## src/mt64_pkg.sv

```systemverilog
// shared types and constants of the 64-bit twister generator
package mt64_pkg;

    localparam int unsigned TABLE_WORDS   = 312;
    localparam int unsigned MIDDLE_OFFSET = 156;
    localparam int unsigned IDX_W         = 9;
    localparam int unsigned DATA_W        = 64;

    localparam logic [63:0] SEED_RESET  = 64'd42;
    localparam logic [63:0] SEED_MULT   = 64'd6364136223846793005;
    localparam logic [63:0] TWIST_XOR   = 64'hB5026F5AA96619E9;
    localparam logic [63:0] HIGH_MASK   = 64'hFFFFFFFF80000000;
    localparam logic [63:0] LOW_MASK    = 64'h000000007FFFFFFF;
    localparam logic [63:0] TEMPER_A    = 64'h5555555555555555;
    localparam logic [63:0] TEMPER_B    = 64'h71D67FFFEDA60000;
    localparam logic [63:0] TEMPER_C    = 64'hFFF7EEE000000000;

    localparam logic [1:0] OP_RESEED = 2'd0;
    localparam logic [1:0] OP_DRAW   = 2'd1;
    localparam logic [1:0] OP_ROLL   = 2'd2;

    typedef enum logic [4:0] {
        DP_NOP,
        DP_ACCEPT,
        DP_SEED0,
        DP_MIX,
        DP_MUL0,
        DP_MUL1,
        DP_MUL2,
        DP_SEEDW,
        DP_RG_INIT,
        DP_RG_HI,
        DP_RG_NXT,
        DP_RG_MID,
        DP_DRAW_ADDR,
        DP_DRAW_DATA,
        DP_DIV_STEP,
        DP_DIV_Q,
        DP_STEP_SAVE,
        DP_OUT
    } dp_op_t;

    typedef enum logic [1:0] {
        RES_ZERO,
        RES_WORD,
        RES_QUOT
    } res_sel_t;

    typedef struct packed {
        dp_op_t   op;
        res_sel_t res_sel;
    } cmd_t;

    typedef struct packed {
        logic idx_full;
        logic pos_last;
        logic n_zero;
        logic div_busy;
        logic quot_ge_n;
        logic out_free;
    } status_t;

endpackage

```

## src/mt64_ctrl.sv

```systemverilog
// controller state machine sequencing seeding, regeneration, draws and rolls
module mt64_ctrl (
    input  logic              aclk,
    input  logic              aresetn,
    input  logic              s_valid,
    output logic              s_ready,
    input  logic [1:0]        s_opcode,
    input  mt64_pkg::status_t status,
    output mt64_pkg::cmd_t    cmd
);
    import mt64_pkg::*;

    typedef enum logic [4:0] {
        S_IDLE, S_SEED0, S_MIX, S_MUL0, S_MUL1, S_MUL2, S_SEEDW,
        S_RG_INIT, S_RG_HI, S_RG_NXT, S_RG_MID,
        S_DRAW, S_DRAW_DATA, S_ROLL_CHK, S_STEP_START, S_STEP_WAIT,
        S_Q_START, S_Q_WAIT, S_DONE
    } state_t;

    state_t   state_reg;
    logic     reply_reg;
    logic     roll_reg;
    res_sel_t res_reg;

    always_ff @(posedge aclk) begin
        if (!aresetn) begin
            state_reg <= S_SEED0;
            reply_reg <= 1'b0;
            roll_reg  <= 1'b0;
            res_reg   <= RES_ZERO;
        end else begin
            case (state_reg)
                S_IDLE: begin
                    if (s_valid) begin
                        res_reg <= RES_ZERO;
                        case (s_opcode)
                            OP_RESEED: begin
                                reply_reg <= 1'b1;
                                state_reg <= S_SEED0;
                            end
                            OP_DRAW: begin
                                roll_reg  <= 1'b0;
                                state_reg <= S_DRAW;
                            end
                            OP_ROLL: begin
                                roll_reg  <= 1'b1;
                                state_reg <= S_ROLL_CHK;
                            end
                            default: state_reg <= S_DONE;
                        endcase
                    end
                end
                S_SEED0:  state_reg <= S_MIX;
                S_MIX:    state_reg <= S_MUL0;
                S_MUL0:   state_reg <= S_MUL1;
                S_MUL1:   state_reg <= S_MUL2;
                S_MUL2:   state_reg <= S_SEEDW;
                S_SEEDW: begin
                    if (!status.pos_last) begin
                        state_reg <= S_MIX;
                    end else if (reply_reg) begin
                        res_reg   <= RES_ZERO;
                        state_reg <= S_DONE;
                    end else begin
                        state_reg <= S_IDLE;
                    end
                end
                S_RG_INIT: state_reg <= S_RG_HI;
                S_RG_HI:   state_reg <= S_RG_NXT;
                S_RG_NXT:  state_reg <= S_RG_MID;
                S_RG_MID:  state_reg <= status.pos_last ? S_DRAW : S_RG_NXT;
                S_DRAW:    state_reg <= status.idx_full ? S_RG_INIT : S_DRAW_DATA;
                S_DRAW_DATA: begin
                    if (roll_reg) begin
                        state_reg <= S_Q_START;
                    end else begin
                        res_reg   <= RES_WORD;
                        state_reg <= S_DONE;
                    end
                end
                S_ROLL_CHK: begin
                    if (status.n_zero) begin
                        res_reg   <= RES_ZERO;
                        state_reg <= S_DONE;
                    end else begin
                        state_reg <= S_STEP_START;
                    end
                end
                S_STEP_START: state_reg <= S_STEP_WAIT;
                S_STEP_WAIT:  if (!status.div_busy) state_reg <= S_DRAW;
                S_Q_START:    state_reg <= S_Q_WAIT;
                S_Q_WAIT: begin
                    if (!status.div_busy) begin
                        // quotients of n or more are rejected and redrawn
                        if (status.quot_ge_n) begin
                            state_reg <= S_DRAW;
                        end else begin
                            res_reg   <= RES_QUOT;
                            state_reg <= S_DONE;
                        end
                    end
                end
                S_DONE: if (status.out_free) state_reg <= S_IDLE;
                default: state_reg <= S_IDLE;
            endcase
        end
    end

    always_comb begin
        cmd.op      = DP_NOP;
        cmd.res_sel = res_reg;
        case (state_reg)
            S_IDLE:       if (s_valid) cmd.op = DP_ACCEPT;
            S_SEED0:      cmd.op = DP_SEED0;
            S_MIX:        cmd.op = DP_MIX;
            S_MUL0:       cmd.op = DP_MUL0;
            S_MUL1:       cmd.op = DP_MUL1;
            S_MUL2:       cmd.op = DP_MUL2;
            S_SEEDW:      cmd.op = DP_SEEDW;
            S_RG_INIT:    cmd.op = DP_RG_INIT;
            S_RG_HI:      cmd.op = DP_RG_HI;
            S_RG_NXT:     cmd.op = DP_RG_NXT;
            S_RG_MID:     cmd.op = DP_RG_MID;
            S_DRAW:       if (!status.idx_full) cmd.op = DP_DRAW_ADDR;
            S_DRAW_DATA:  cmd.op = DP_DRAW_DATA;
            S_STEP_START: cmd.op = DP_DIV_STEP;
            S_STEP_WAIT:  if (!status.div_busy) cmd.op = DP_STEP_SAVE;
            S_Q_START:    cmd.op = DP_DIV_Q;
            S_DONE:       if (status.out_free) cmd.op = DP_OUT;
            default: ;
        endcase
    end

    assign s_ready = (state_reg == S_IDLE);
endmodule

```

## config.mk

```make
export PLATFORM = sky130hd
export DESIGN_NAME = mt64_ctrl
export DESIGN_NICKNAME = d
export VERILOG_FILES = /design/src/mt64_pkg.sv /design/src/mt64_ctrl.sv
export SDC_FILE = /design/constraint.sdc
export NUM_CORES = 1
export LEC_CHECK = 0
export BUFFER_PORTS_ARGS = -buffer_cell sky130_fd_sc_hd__buf_4
export CAP_MARGIN = 40
export CELL_PAD_IN_SITES_DETAIL_PLACEMENT = 2
export CELL_PAD_IN_SITES_GLOBAL_PLACEMENT = 2
export CORE_MARGIN = 1.5
export CORE_UTILIZATION = 31
export CTS_BUF_LIST = sky130_fd_sc_hd__clkbuf_16
export CTS_CLUSTER_DIAMETER = 60
export DETAILED_ROUTE_END_ITERATION = 12
export PLACE_DENSITY_LB_ADDON = 0.1
export SKIP_CTS_REPAIR_TIMING = 1
export SLEW_MARGIN = 20
export SYNTH_ARGS = -nofsm -noshare
export SYNTH_HDL_FRONTEND = slang
export SYNTH_SLANG_ARGS = --single-unit
```

## constraint.sdc

```tcl
create_clock -name aclk -period 1.8 [get_ports aclk]
set_input_delay 0.27 -clock aclk [delete_from_list [all_inputs] [get_ports aclk]]
set_output_delay 0.27 -clock aclk [all_outputs]
set_load 0.03 [all_outputs]
```

==> impl_metrics.toml <==
[power_and_ir_drop]
power.internal_mw = 1.438
power_frac_clock_pct = 14.5
sw_frac_of_total_pct = 48.17
p_leak_nw = 0.6772
peakVddDrop_mv = 0.9133
seqPwrFrac_pct = 14.6
power.total_mw = 2.775
p_switching_mw = 1.337
comb_power_share_pct = 70.9
cellPowerDensity_nw_per_um2 = 1733

[drt]
drtIter0Drc = 100
dr.pass1.iters = 4
wl_per_cell_um = 22.59
num_vias = 1372
vias_per_cell = 5.914
drc = 0
routed_wl_mm = 5.240
final_antenna_net_count = 0

[cts]
htreeDepth = 1
cts.sinks = 9
cts_root_buf = "clkbuf_16"
clock_latency_ns = 0.24
cts.path.max_buffers = 2
clk_pin_slew_ns = 0.04
cts_buffers = 3
cts_tree = "built"

[synthesis]
netlist_instances = 149
ys_seq_elements = 9
synth.area.mux_share_pct = 1.796
synth-simple-area-share_pct = 34.12
syn_avg_cell_area_um2 = 7.482
synth_top_family_by_area = "simple AND/OR/NAND/NOR gates"
synth_fa_ha_area_share_pct = 5.612
synth_compound_area_share_pct = 33.78
yosys_warnings = 0
ys_async_sr_fraction_pct = 0
ys_types = 53
synthFlopType = "dfxtp_1"
synth-xor-area-share_pct = 0
synth_edf_count = 0
synth_largest_area_cell = "dfxtp_1"
ys_seq_area_share_pct = 16.16
synth_top_area_share_pct = 16.16
syn-cell-area_um2 = 1115
ys_top_cells_by_count = "a21oi_1, nor2_1, o21ai_0"
synth_nets = 165
ys_top_cells_by_area = "dfxtp_1, a21oi_1, ha_1, o21ai_0, nor2_1"

[floorplanning]
rows = 21
core_um2 = 3390
num_io_pins = 19
die_h_um = 62.97
dieWidth_um = 62.97
die_area_um2 = 3965
initial_utilization_pct = 32.89

[finish]
nFillCells = 374
area_growth_pct = 43.66
drive_above_1_share_pct = 39.78
n_antenna_cell = 0
finalCoreUtilization_pct = 47.25
largest_reg_flops = 5
fin_nets = 203

[setup_path]
r2r_start = "state_reg[4]"
crit_type = "reg -> reg"
reg2reg_depth = 6
worst_setup_path_start_kind = "flip-flop"
r2r-end = "state_reg[1]"
crit_path_max_fanout = 10
crit_path_end_kind = "flip-flop"
r2r_setup_slack_ns = -0.02
cp.arrival_ns = 1.98
cp.required_ns = 1.96

[min_path]
holdPathStages = 2
hp-start = "aresetn"
holdPathEnd = "state_reg[2]"
hp-class = "in -> reg"

[flow_run]
drv_cap = 0

[timing]
fin_worst_skew_ns = 0.004071
max-slew-margin-rel_pct = 59.16
setup_slack_ns = -0.02267
period_minus_slack_ns = 1.823
final-hold-violation-count = 0
maxSlewViolCount = 0
fmax_mhz = 548.6
setup_violations = 2
rsz0062_at_grt = "true"
tns_ns = -0.03626
max_slew.worst_pin.slew_ns = 0.6041
finalCritPeriodShare_pct = 101.3

[placement]
detailedPlacementHpwl_mm = 3.782
gp_congestion = 0.9139
portBuffers = 18

[grt]
antenna_found_initial = 0
grt_pass1_wl_mm = 8.362
gr-total-overflow = 0
grt_max_degree = 13
grt_usage_pct = 27.36
grt_pass1_vias = 1534

[status]
violations = "negative setup slack"
status = "complete, but fails checks"
[layout by cell type, fill, tap and decap left out, types with 3 or more instances in the layout]
cell,synthesis,routed
nor3_1,4,3
buf_6,2,6
inv_1,7,6
o21a_1,6,6
o21ai_0,10,9
dfxtp_4,0,5
nor2_1,13,11
nand2_1,6,6
o211ai_1,3,3
a21oi_1,13,11
o22ai_1,3,3
or3_1,3,3
clkbuf_16,0,3
nand2b_1,7,5
nor2b_1,4,4
dfxtp_1,9,4
buf_4,2,38
nand3_1,6,6
ha_1,5,5
[routing by layer]
metal | GRT usage [%] | up-vias | share of wire [%]
met2 | 51.06 | 36 | 52
met4 | 6.667 | 0 | 2.0
met5 | 0 | - | 0
li1 | - | 628 | -
met1 | 32.24 | 700 | 41
met3 | 4.144 | 8 | 4.6
[cell families after synthesis]
logic type	after synthesis
AND/OR/NAND/NOR	60
AO/OA/AOI/OAI	55
buffers and inverters	18
flip-flops	9
adder cells (fa/ha/maj)	5
multiplexers	2
[through the flow]
stage | hold WS, ns | cell area, µm² | setup slack, ns | std cells
after CTS | 0.3409 | 1485 | -0.1943 | 228
final | 0.3311 | 1602 | -0.02267 | 232
after floorplan | 0.4255 | 1116 | -0.03198 | 149
after global placement | 0.4552 | 1405 | 0.08261 | 224
after detailed placement | 0.4683 | 1405 | 0.002412 | 224
after global routing | 0.3432 | 1602 | -0.07343 | 232
[worst max-delay path by stage]
stage               slack, ns  cells past startpoint    startpoint            to
floorplan               -0.03                      6  state_reg[1]        cmd[4]
global placement         0.08                      6  state_reg[2]    res_reg[1]
detailed placement      0.002                      6  state_reg[4]  state_reg[1]
CTS                     -0.19                      5  state_reg[4]        cmd[4]
global route            -0.07                      6  state_reg[2]        cmd[4]
finish                  -0.02                      6  state_reg[4]  state_reg[1]
[area by class of cell]
| cell class | instances | area, µm² | share of cell area (%) |
|---|---|---|---|
| Clock buffer | 3 | 75.07 | 4.687 |
| Tap cell | 46 | 57.56 | 3.594 |
| Timing Repair Buffer | 44 | 352.8 | 22.03 |
| Inverter | 7 | 30.03 | 1.875 |
| Sequential cell | 9 | 198.9 | 12.42 |
| Clock inverter | 1 | 5.005 | 0.3125 |
| Multi-Input combinational cell | 122 | 882.1 | 55.08 |
[critical path, cell delays in order (launching register included)]
cell and delay, ns:
dfxtp_4 0.39, buf_4 0.16, nor4b_1 0.55, a2bb2oi_1 0.14
o22ai_1 0.22, a211oi_1 0.12, o2bb2ai_1 0.15
[power by group through the flow]
| stage | Clock, mW | Sequential (mW) | Combinational [mW] |
|---|---|---|---|
| 2_1_floorplan | 0 | 0.304 | 1.14 |
| 3_3_place_gp | 0 | 0.350 | 1.68 |
| 5_1_grt | 0.426 | 0.413 | 2.08 |
| 4_1_cts | 0.412 | 0.355 | 1.78 |
| 6_report | 0.402 | 0.405 | 1.97 |
| 3_5_place_dp | 0 | 0.356 | 1.73 |
No activity file was read; power rests on OpenSTA's default activity.
